===== src/ssel_pkg.sv =====
// Shared types and constants for the scanline sprite selector.
// No dependencies; imported by the interfaces, the top module and the bench.
`timescale 1ns / 1ps

package ssel_pkg;

  localparam int MEM_AW           = 6;
  localparam int MEM_ENTRIES      = 1 << MEM_AW;
  localparam int BYTE_LANES       = 4;
  localparam int SPRITE_COUNT_DEF = 64;
  localparam int SLOTS_DEF        = 8;
  localparam int ROWS_DEF         = 8;

  localparam logic [7:0] EMPTY_BYTE = 8'hFF;

  localparam logic REQ_WRITE = 1'b0;
  localparam logic REQ_EVAL  = 1'b1;

  localparam logic [1:0] LANE_Y    = 2'd0;
  localparam logic [1:0] LANE_TILE = 2'd1;
  localparam logic [1:0] LANE_ATTR = 2'd2;
  localparam logic [1:0] LANE_X    = 2'd3;

  typedef enum logic [1:0] {
    ST_CLEAR,
    ST_IDLE,
    ST_SCAN,
    ST_EMIT
  } ssel_state_t;

  typedef struct packed {
    logic       req_type;
    logic [7:0] oam_addr;
    logic [7:0] oam_data;
    logic [7:0] scan_line;
  } in_word_t;

  typedef struct packed {
    logic [2:0] slot_index;
    logic       slot_valid;
    logic [7:0] sprite_y;
    logic [7:0] tile_number;
    logic [7:0] attr_byte;
    logic [7:0] sprite_x;
    logic       first_sprite_hit;
    logic       last_slot;
  } out_word_t;

  typedef struct packed {
    logic [7:0] y;
    logic [7:0] tile;
    logic [7:0] attr;
    logic [7:0] x;
  } hit_t;

endpackage


===== src/ssel_if.sv =====
// Valid/ready stream interfaces for request and slot words.
// Depends on ssel_pkg for the word types.
`timescale 1ns / 1ps

interface ssel_in_if import ssel_pkg::*; ();
  logic     valid;
  logic     ready;
  in_word_t word;

  modport source (output valid, output word, input ready);
  modport sink   (input valid, input word, output ready);
endinterface

interface ssel_out_if import ssel_pkg::*; ();
  logic      valid;
  logic      ready;
  out_word_t word;

  modport source (output valid, output word, input ready);
  modport sink   (input valid, input word, output ready);
endinterface


===== src/ssel_ram.sv =====
// Generic single-port-write, single-port-read RAM with registered read.
// No dependencies.
`timescale 1ns / 1ps

module ssel_ram #(
  parameter int WIDTH = 8,
  parameter int DEPTH = 64
) (
  input  logic                     clk,
  input  logic                     we,
  input  logic [$clog2(DEPTH)-1:0] waddr,
  input  logic [WIDTH-1:0]         wdata,
  input  logic [$clog2(DEPTH)-1:0] raddr,
  output logic [WIDTH-1:0]         rdata
);

  logic [WIDTH-1:0] mem [DEPTH];

  always_ff @(posedge clk) begin
    if (we) begin
      mem[waddr] <= wdata;
    end
    rdata <= mem[raddr];
  end

endmodule


===== src/scanline_sprite_selector_top.sv =====
// Scanline sprite selector top level: attribute memory, scan and slot output.
// Depends on ssel_pkg, ssel_if and ssel_ram.
//
//   channel   | dir | word       | accepted when
//   in_chan   | in  | in_word_t  | valid && ready
//   out_chan  | out | out_word_t | valid && ready
//
// After reset the attribute memory is cleared, all 64 entries in turn; no word is taken then.
// Write words can be taken back to back. An evaluate word scans one entry per cycle through
// the registered memory read, stopping early once the list fills, then sends
// SLOTS_PER_LINE slot words.
// A stalled out_chan holds the slot register and pauses the slot sequence.
`timescale 1ns / 1ps

module scanline_sprite_selector_top import ssel_pkg::*; #(
  parameter int SPRITE_COUNT   = SPRITE_COUNT_DEF,
  parameter int SLOTS_PER_LINE = SLOTS_DEF,
  parameter int SPRITE_ROWS    = ROWS_DEF
) (
  input  logic              clk,
  input  logic              rst_n,
  ssel_in_if.sink           in_chan,
  ssel_out_if.source        out_chan
);

  localparam int ECW     = $clog2(SPRITE_COUNT + 1);
  localparam int SCW     = $clog2(SLOTS_PER_LINE + 1);
  localparam int LIST_AW = (SLOTS_PER_LINE > 1) ? $clog2(SLOTS_PER_LINE) : 1;

  ssel_state_t      state_r, state_nxt;
  logic [MEM_AW-1:0] clr_cnt_r, clr_cnt_nxt;
  logic [ECW-1:0]   issue_cnt_r, issue_cnt_nxt;
  logic             rd_pend_r, rd_pend_nxt;
  logic             rd_zero_r, rd_zero_nxt;
  logic [SCW-1:0]   hits_r, hits_nxt;
  logic             first_r, first_nxt;
  logic [7:0]       line_r, line_nxt;
  logic [SCW-1:0]   slot_r, slot_nxt;
  logic             out_valid_r, out_valid_nxt;
  out_word_t        out_word_r, out_word_nxt;
  hit_t             hit_list_r [SLOTS_PER_LINE];

  logic [BYTE_LANES-1:0] ram_we;
  logic [MEM_AW-1:0]     ram_waddr;
  logic [7:0]            ram_wdata;
  logic [MEM_AW-1:0]     ram_raddr;
  logic [7:0]            ram_rdata [BYTE_LANES];

  logic       issue;
  logic       hit;
  logic       hit_we;
  logic [7:0] top;
  logic [8:0] bottom;
  hit_t       hit_data;
  hit_t       slot_data;
  logic       slot_used;

  for (genvar g = 0; g < BYTE_LANES; g++) begin : g_lane
    ssel_ram #(
      .WIDTH (8),
      .DEPTH (MEM_ENTRIES)
    ) u_ram (
      .clk   (clk),
      .we    (ram_we[g]),
      .waddr (ram_waddr),
      .wdata (ram_wdata),
      .raddr (ram_raddr),
      .rdata (ram_rdata[g])
    );
  end

  assign ram_raddr = MEM_AW'(issue_cnt_r);

  assign top      = ram_rdata[LANE_Y] + 8'd1;
  assign bottom   = {1'b0, top} + 9'(SPRITE_ROWS);
  assign hit      = (line_r >= top) && ({1'b0, line_r} < bottom);
  assign hit_data = '{y: top, tile: ram_rdata[LANE_TILE], attr: ram_rdata[LANE_ATTR],
                      x: ram_rdata[LANE_X]};

  assign slot_used = slot_r < hits_r;
  assign slot_data = hit_list_r[slot_r[LIST_AW-1:0]];

  assign out_chan.valid = out_valid_r;
  assign out_chan.word  = out_word_r;

  always_comb begin
    state_nxt     = state_r;
    clr_cnt_nxt   = clr_cnt_r;
    issue_cnt_nxt = issue_cnt_r;
    rd_pend_nxt   = 1'b0;
    rd_zero_nxt   = rd_zero_r;
    hits_nxt      = hits_r;
    first_nxt     = first_r;
    line_nxt      = line_r;
    slot_nxt      = slot_r;
    out_valid_nxt = out_valid_r && !out_chan.ready;
    out_word_nxt  = out_word_r;
    ram_we        = '0;
    ram_waddr     = '0;
    ram_wdata     = '0;
    in_chan.ready = 1'b0;
    issue         = 1'b0;
    hit_we        = 1'b0;

    case (state_r)
      ST_CLEAR: begin
        ram_we      = '1;
        ram_waddr   = clr_cnt_r;
        clr_cnt_nxt = clr_cnt_r + 1'b1;
        if (clr_cnt_r == '1) begin
          state_nxt = ST_IDLE;
        end
      end
      ST_IDLE: begin
        in_chan.ready = 1'b1;
        if (in_chan.valid) begin
          if (in_chan.word.req_type == REQ_WRITE) begin
            ram_we[in_chan.word.oam_addr[1:0]] = 1'b1;
            ram_waddr = in_chan.word.oam_addr[7:2];
            ram_wdata = in_chan.word.oam_data;
          end else begin
            line_nxt      = in_chan.word.scan_line;
            issue_cnt_nxt = '0;
            hits_nxt      = '0;
            first_nxt     = 1'b0;
            state_nxt     = ST_SCAN;
          end
        end
      end
      ST_SCAN: begin
        issue = (issue_cnt_r != ECW'(SPRITE_COUNT)) &&
                (hits_r != SCW'(SLOTS_PER_LINE));
        rd_pend_nxt = issue;
        rd_zero_nxt = (issue_cnt_r == '0);
        if (issue) begin
          issue_cnt_nxt = issue_cnt_r + 1'b1;
        end
        if (rd_pend_r && hit && (hits_r != SCW'(SLOTS_PER_LINE))) begin
          hit_we   = 1'b1;
          hits_nxt = hits_r + 1'b1;
          if (rd_zero_r) begin
            first_nxt = 1'b1;
          end
        end
        if (!issue && !rd_pend_r) begin
          slot_nxt  = '0;
          state_nxt = ST_EMIT;
        end
      end
      ST_EMIT: begin
        if (!out_valid_r || out_chan.ready) begin
          out_valid_nxt                 = 1'b1;
          out_word_nxt.slot_index       = 3'(slot_r);
          out_word_nxt.slot_valid       = slot_used;
          out_word_nxt.sprite_y         = slot_used ? slot_data.y    : EMPTY_BYTE;
          out_word_nxt.tile_number      = slot_used ? slot_data.tile : EMPTY_BYTE;
          out_word_nxt.attr_byte        = slot_used ? slot_data.attr : EMPTY_BYTE;
          out_word_nxt.sprite_x         = slot_used ? slot_data.x    : EMPTY_BYTE;
          out_word_nxt.first_sprite_hit = first_r;
          out_word_nxt.last_slot        = (slot_r == SCW'(SLOTS_PER_LINE - 1));
          slot_nxt                      = slot_r + 1'b1;
          if (slot_r == SCW'(SLOTS_PER_LINE - 1)) begin
            state_nxt = ST_IDLE;
          end
        end
      end
      default: begin
        state_nxt = ST_CLEAR;
      end
    endcase
  end

  always_ff @(posedge clk) begin
    if (!rst_n) begin
      state_r     <= ST_CLEAR;
      clr_cnt_r   <= '0;
      issue_cnt_r <= '0;
      rd_pend_r   <= 1'b0;
      rd_zero_r   <= 1'b0;
      hits_r      <= '0;
      first_r     <= 1'b0;
      slot_r      <= '0;
      out_valid_r <= 1'b0;
    end else begin
      state_r     <= state_nxt;
      clr_cnt_r   <= clr_cnt_nxt;
      issue_cnt_r <= issue_cnt_nxt;
      rd_pend_r   <= rd_pend_nxt;
      rd_zero_r   <= rd_zero_nxt;
      hits_r      <= hits_nxt;
      first_r     <= first_nxt;
      slot_r      <= slot_nxt;
      out_valid_r <= out_valid_nxt;
    end
  end

  always_ff @(posedge clk) begin
    line_r     <= line_nxt;
    out_word_r <= out_word_nxt;
    if (hit_we) begin
      hit_list_r[hits_r[LIST_AW-1:0]] <= hit_data;
    end
  end

endmodule


===== src/flat_wrapper.sv =====
// flat-port wrapper written by rule: the top's interface ports become plain ports
module scanline_sprite_selector_top_flat import ssel_pkg::*;
#(
  parameter int SPRITE_COUNT   = SPRITE_COUNT_DEF,
  parameter int SLOTS_PER_LINE = SLOTS_DEF,
  parameter int SPRITE_ROWS    = ROWS_DEF
)
  (clk, rst_n, in_chan_valid, in_chan_word, in_chan_ready, out_chan_valid, out_chan_word, out_chan_ready);
  ssel_in_if in_chan_i ();
  ssel_out_if out_chan_i ();
  input  logic clk;
  input  logic rst_n;
  input wire logic [$bits(in_chan_i.valid)-1:0] in_chan_valid;
  input wire logic [$bits(in_chan_i.word)-1:0] in_chan_word;
  output wire logic [$bits(in_chan_i.ready)-1:0] in_chan_ready;
  output wire logic [$bits(out_chan_i.valid)-1:0] out_chan_valid;
  output wire logic [$bits(out_chan_i.word)-1:0] out_chan_word;
  input wire logic [$bits(out_chan_i.ready)-1:0] out_chan_ready;
  assign in_chan_i.valid = in_chan_valid;
  assign in_chan_i.word = in_chan_word;
  assign in_chan_ready = in_chan_i.ready;
  assign out_chan_valid = out_chan_i.valid;
  assign out_chan_word = out_chan_i.word;
  assign out_chan_i.ready = out_chan_ready;
  scanline_sprite_selector_top #(.SPRITE_COUNT(SPRITE_COUNT), .SLOTS_PER_LINE(SLOTS_PER_LINE), .SPRITE_ROWS(SPRITE_ROWS)) u_core (.clk(clk), .rst_n(rst_n), .in_chan(in_chan_i), .out_chan(out_chan_i));
endmodule

===== config.mk =====
export PLATFORM = sky130hd
export DESIGN_NAME = scanline_sprite_selector_top_flat
export DESIGN_NICKNAME = d
export VERILOG_FILES = /design/src/ssel_pkg.sv /design/src/ssel_if.sv /design/src/ssel_ram.sv /design/src/scanline_sprite_selector_top.sv /design/src/flat_wrapper.sv
export SDC_FILE = /design/constraint.sdc
export NUM_CORES = 2
export LEC_CHECK = 0
export BUFFER_PORTS_ARGS = -buffer_cell sky130_fd_sc_hd__buf_2
export CAP_MARGIN = 10
export CORE_MARGIN = 2
export CORE_UTILIZATION = 50
export DETAILED_ROUTE_END_ITERATION = 10
export PLACE_DENSITY_LB_ADDON = 0.2
export SYNTH_ARGS = -nofsm -noshare
export SYNTH_HDL_FRONTEND = slang
export SYNTH_HIERARCHICAL = 1
export SYNTH_SLANG_ARGS = --single-unit

===== constraint.sdc =====
create_clock -name clk -period 9.81 [get_ports clk]
set_clock_uncertainty 0.1 [all_clocks]
set_input_delay 1.4715 -clock clk [delete_from_list [all_inputs] [get_ports clk]]
set_output_delay 1.4715 -clock clk [all_outputs]
set_load 0.02 [all_outputs]

# [Yosys cells after proc, flatten, opt, wreduce, memory -nomap -nowiden]
# Memory sizes are Yosys's and may differ from the RTL's. A register that Yosys moved wholly into a read port is not among the register bits.
# Index checks and enable logic that the tools add are counted.
[totals] out_inout_bits=40 ramBits=2304 in_bits=29 ff_bits=41 mem_count=5
[op_classes] muxes=49 eq_ne=16 magnitude_cmp=5 n_addsub=6 n_reduce_logical=25
[memory_table] name="u_core.g_lane[0].u_ram.mem" words=64 width=8 read_ports=1 rd_ports_with_merged_regs=1 write_ports=1 line_no="ssel_ram.sv:17" source="logic [WIDTH-1:0] mem [DEPTH];"
[memory_table] name="u_core.g_lane[1].u_ram.mem" words=64 width=8 read_ports=1 rd_ports_with_merged_regs=1 write_ports=1 line_no="ssel_ram.sv:17"
[memory_table] name="u_core.g_lane[2].u_ram.mem" words=64 width=8 read_ports=1 rd_ports_with_merged_regs=1 write_ports=1 line_no="ssel_ram.sv:17"
[memory_table] name="u_core.g_lane[3].u_ram.mem" words=64 width=8 read_ports=1 rd_ports_with_merged_regs=1 write_ports=1 line_no="ssel_ram.sv:17"
[memory_table] name="u_core.hit_list_r" words=8 width=32 read_ports=1 rd_ports_with_merged_regs=1 write_ports=1 line_no="scanline_sprite_selector_top.sv:41" source="hit_t hit_list_r [SLOTS_PER_LINE];"
[op_table] op="$mux 4" count=7
[op_table] op="$mux 8" count=3
[op_table] op="$pmux 4 s2" count=3
[op_table] op="$mux 7" count=3
[op_table] op="$mux 1" count=20
[op_table] op="$ne 2x1->1 const B" count=7
[op_table] op="$pmux 7 s2" count=1
[op_table] op="$mux 2" count=6
[op_table] op="$mux 6" count=2
[op_table] op="$pmux 6 s2" count=1
[op_table] op="$add 8x4->9 const B" count=1
[op_table] op="$lt 8x9->1" count=1
[op_table] op="$add 4x1->4 const B" count=2
[op_table] op="$add 8x1->8 const B" count=1
[op_table] op="$ge 8x8->1" count=1
[op_table] op="$pmux 2 s4" count=1
[op_table] op="$reduce_and 4->1" count=2
[op_table] op="$add 7x1->7 const B" count=1
[op_table] op="$logic_and 1x1->1" count=7
[op_table] op="$logic_not 7->1" count=1
[op_table] op="$ne 7x7->1 const B" count=1
[op_table] op="$add 6x1->6 const B" count=1
[op_table] op="$eq 6x6->1 const B" count=1
[op_table] op="$reduce_and 3->1" count=2
[op_table] op="17 further kinds" count=25

# [Depth between registers and ports, before layout]
[logic_depth] ltp_word=10 ltp_mapped=14 mapped_depth_nobuf=13

# [By module]
# The synthesis kept the hierarchy.
[by_module_without_submodules] module="ssel_ram" instances=4 area_per_inst_um2=20166.8 cells_per_inst=940 seq_area_each_um2=15534.9
[by_module_without_submodules] module="scanline_sprite_selector_top" instances=1 area_per_inst_um2=13307.8 cells_per_inst=735 seq_area_each_um2=9609.2

# [Least setup slack after synthesis]
# No wires, ideal clock.
[synth_path] path_kind="register to register" from="register u_core.g_lane[0].u_ram.rdata[0], read port of u_core.g_lane[0].u_ram.mem" to="memory u_core/hit_list_r[3][0] (netlist name) (enable)" n_path_buf=1 path_slack_ps=3264 synth_period_minus_slack_ps=6546 stages_incl_launch_ff=14 t_required_ps=9208 arrival_ps=5945 path_cell_list="dfxtp_1 > ha_1 > nand3_2 > xnor2_1 > ha_1 > xnor2_1 > ha_1 > a2111oi_0 > o21ai_0 > a221o_1 > a211oi_2 > buf_4 > nand2_1 > nor4_1"
[synth_rtl] element="start: declaration" line_no="ssel_ram.sv:14" source="output logic [WIDTH-1:0] rdata"
[synth_rtl] element="end: declaration" line_no="scanline_sprite_selector_top.sv:41"

==> metrics <==
status complete, no violations; area of the multi-input gates 20900 um2; Post-synth EDFFs 2350; critical path's most frequent cell ha_1; Final Max Tran Viols 0; cells on worst reg2reg path 13; # fillers 13800; # port buffers 68; synthesized instance count 4495; Max VDD drop 0.272 mV; max cap viols 0; crit path buf inv count 1; DRT iter0 DRCs 5018; count of cell types in the netlist 66; post-synthesis register bit count 2409; Avg Cell Area, Syn 20.9 um2; Worst Setup Start Kind register; final setup TNS 0 ps; final core utilization 56.0%; critical path's slowest cell xnor2_1; first-pass GRT wire length 321 mm; CTS tree done; RSZ-0062 raised after global routing false; ys flop type edfxtp_1; Die W 438 um; Worst EP arrival 5490 ps; reg2reg end u_core/hit_list_r[5][11]; core box area 187000 um2; vias in the first global route 45100; Yosys warnings 6; hold path endpoint u_core/rd_zero_r; global-route usage over all layers 23.1%; drt pass-1 iters 6; gpl congestion 0.816; Post-Syn Area 94000 um2; detail-routed via count per cell 6.17; post-CTS setup buffer count 0; Hold WS 368 ps; delay-heaviest family, CP compound AO/OA/AOI/OAI gates; share of layout cells above drive strength 1 24.1%; WP data required 10170 ps; nets@finish 4698; post_cts resized 0; Top Ports 69; worst hold start u_core/rd_zero_r; Hold Crit Class reg -> reg; total via count in the routed design 45300; Final Hold Viols 0; fmax 195 MHz; Final period util 52.2%; CTS max path bufs 3; clock sinks 2409; HPWL after DPL 131 mm; antenna violations before repair 8; CTS Hold Buffers Added 0; drt wl/cell 30.0 um; CTS root buf clkbuf_16; GR Overflow Total 0; hold path depth 2; Register Area 71800 um2; FF-to-FF setup slack 4690 ps; Final min period 5120 ps; Synth Net Count 4553; largest net degree at the start of global routing 160; drt drc 0; total wire length 220 mm; worst-margin pin slew 1290 ps; htree depth 4; Final ANT Viol Nets 0; overall power 22.8 mW; die height 438 um; max_slew headroom 11.5%; power per cell area 217 nW/um2; worst stage delay on the critical path 660 ps; CP Max Fanout 32; endpoints failing setup 0; clk_lat worst skew 880 ps; leakage 32.0 nW; Post-synth ARST share 0%; Seq/Total Area, Yosys 76.3%; CP endpoint kind register; num rows 159; RR Startpoint u_core/g_lane[0].u_ram/rdata[0]; fin area 105000 um2; CTS buffer count 236; placed cell areas 96900 um2; DIE AREA 191000 um2; initial core utilization 50.2%; Syn-to-layout area delta 11.5%; clock slew at reported path FFs 60 ps; critical path cell sequence ha_1 -> nand3_2 -> xnor2_1 -> ha_1 -> xnor2_1 -> ha_1 -> a2111oi_0 -> o21ai_0 -> a221o_1 -> a211oi_2 -> nand4_1 -> nor3_2 -> buf_4; kind of critical path reg -> reg
[registers in the layout, indices dropped and copies added, names as in the netlist, 6 cells and up]
| signal | flops |
|---|---|
| u_core/issue_cnt_r | 7 |
| u_core/g_lane.u_ram/mem | 2048 |
| u_core/g_lane.u_ram/rdata | 32 |
| u_core/clr_cnt_r | 6 |
| u_core/out_chan.word | 38 |
| u_core/hit_list_r | 256 |
| u_core/line_r | 8 |
[cell usage after synthesis, drive strengths merged (12+ instances only)]
library cell,number,area [um2]
nor2b,63,394
nand3b,12,90.1
nand2,136,510
a21oi,21,105
a22oi,13,97.6
dfxtp,59,1180
a211oi,18,140
clkbuf,80,300
nor2,341,1280
nand2b,30,188
buf,153,1090
o2bb2ai,12,105
o22ai,32,200
nand4,18,113
edfxtp,2350,70600
inv,25,93.8
a221oi,24,210
nand3,66,335
nor3,36,180
o21ai,35,175
mux2,53,597
o2111ai,12,105
ha,29,363
and2,24,150
o221ai,32,280
mux2i,128,1280
mux4,568,12800
[logic make-up (layout without fill, tap and decap cells)]
group,after synthesis,in the layout,synth area share (%)
flip-flops,2409,2409,76.3
XOR/XNOR,17,17,0.158
AND/OR/NAND/NOR,754,754,3.66
other,0,1,0
multiplexers,749,749,15.6
adder cells (fa/ha/maj),29,29,0.386
AO/OA/AOI/OAI,279,279,2.26
buffers and inverters,258,606,1.58
[worst reg2reg max path: cells and delay by family (launching register included)]
kind	cells	cell delay, ps
flip-flops	1	360
buffers and inverters	1	510
AO/OA/AOI/OAI	4	1430
adder cells (fa/ha/maj)	3	770
XOR/XNOR	2	750
AND/OR/NAND/NOR	3	720
[worst max-delay path by stage]
| stage | end | slack, ps | cells after the start | from |
|---|---|---|---|---|
| floorplan | u_core/hit_list_r[3][0] | 3260 | 13 | u_core/g_lane[0].u_ram/rdata[0] |
| global placement | u_core/g_lane[3].u_ram/mem[25][0] | 4570 | 7 | in_chan_valid |
| detailed placement | u_core/g_lane[2].u_ram/mem[43][3] | 4670 | 7 | in_chan_valid |
| CTS | u_core/hit_list_r[5][14] | 4700 | 13 | u_core/g_lane[0].u_ram/rdata[0] |
| global route | u_core/hit_list_r[5][14] | 4340 | 13 | u_core/g_lane[0].u_ram/rdata[0] |
| finish | u_core/hit_list_r[5][11] | 4690 | 13 | u_core/g_lane[0].u_ram/rdata[0] |
[cell type report]
class	count	area share, %
repair buffers	140	1.01
clock inverters	153	1.60
flip-flops and latches	2409	68.5
multi-input cells	1828	19.9
well taps	2495	2.98
diodes	1	0.00239
clock buffers	288	5.94
inverters	25	0.0895
[stage by stage]
step	worst slack [ps]	std cells
2_1_floorplan	3260	4495
3_3_place_gp	4570	6891
3_5_place_dp	4670	6892
4_1_cts	4700	7333
5_1_grt	4340	7339
6_report	4690	7339
[per-layer routing]
layer / vias up / track usage (%) / routed length (um) / part of all wire [%]
met4: 0 / 5.36 / 4310 / 2.0
met3: 265 / 3.19 / 14800 / 6.7
met5: - / 0 / 0 / 0
met2: 1808 / 36.2 / 106000 / 48
li1: 18900 / - / - / -
met1: 24300 / 34.7 / 95000 / 43
[cells in the final DEF, fill, tap and decap left out, drive strengths merged, types with 15 or more instances in the layout]
cell type,count
a211oi,18
a21oi,21
a221oi,24
and2,24
buf,136
bufinv,28
clkbuf,292
clkinv,100
clkinvlp,15
dfxtp,59
edfxtp,2350
ha,29
inv,35
mux2,53
mux2i,128
mux4,568
nand2,136
nand2b,30
nand3,66
nand4,18
nor2,341
nor2b,63
nor3,36
o21ai,35
o221ai,32
o22ai,32
[where the power goes]
| part | internal, mW | total, mW | switching [mW] |
|---|---|---|---|
| Combinational | 0.385 | 1.62 | 1.23 |
| Clock | 5.26 | 9.10 | 3.85 |
| Sequential | 11.8 | 12.0 | 0.207 |
| Total | 17.5 | 22.8 | 5.29 |
(Power assumes the default switching activity.)
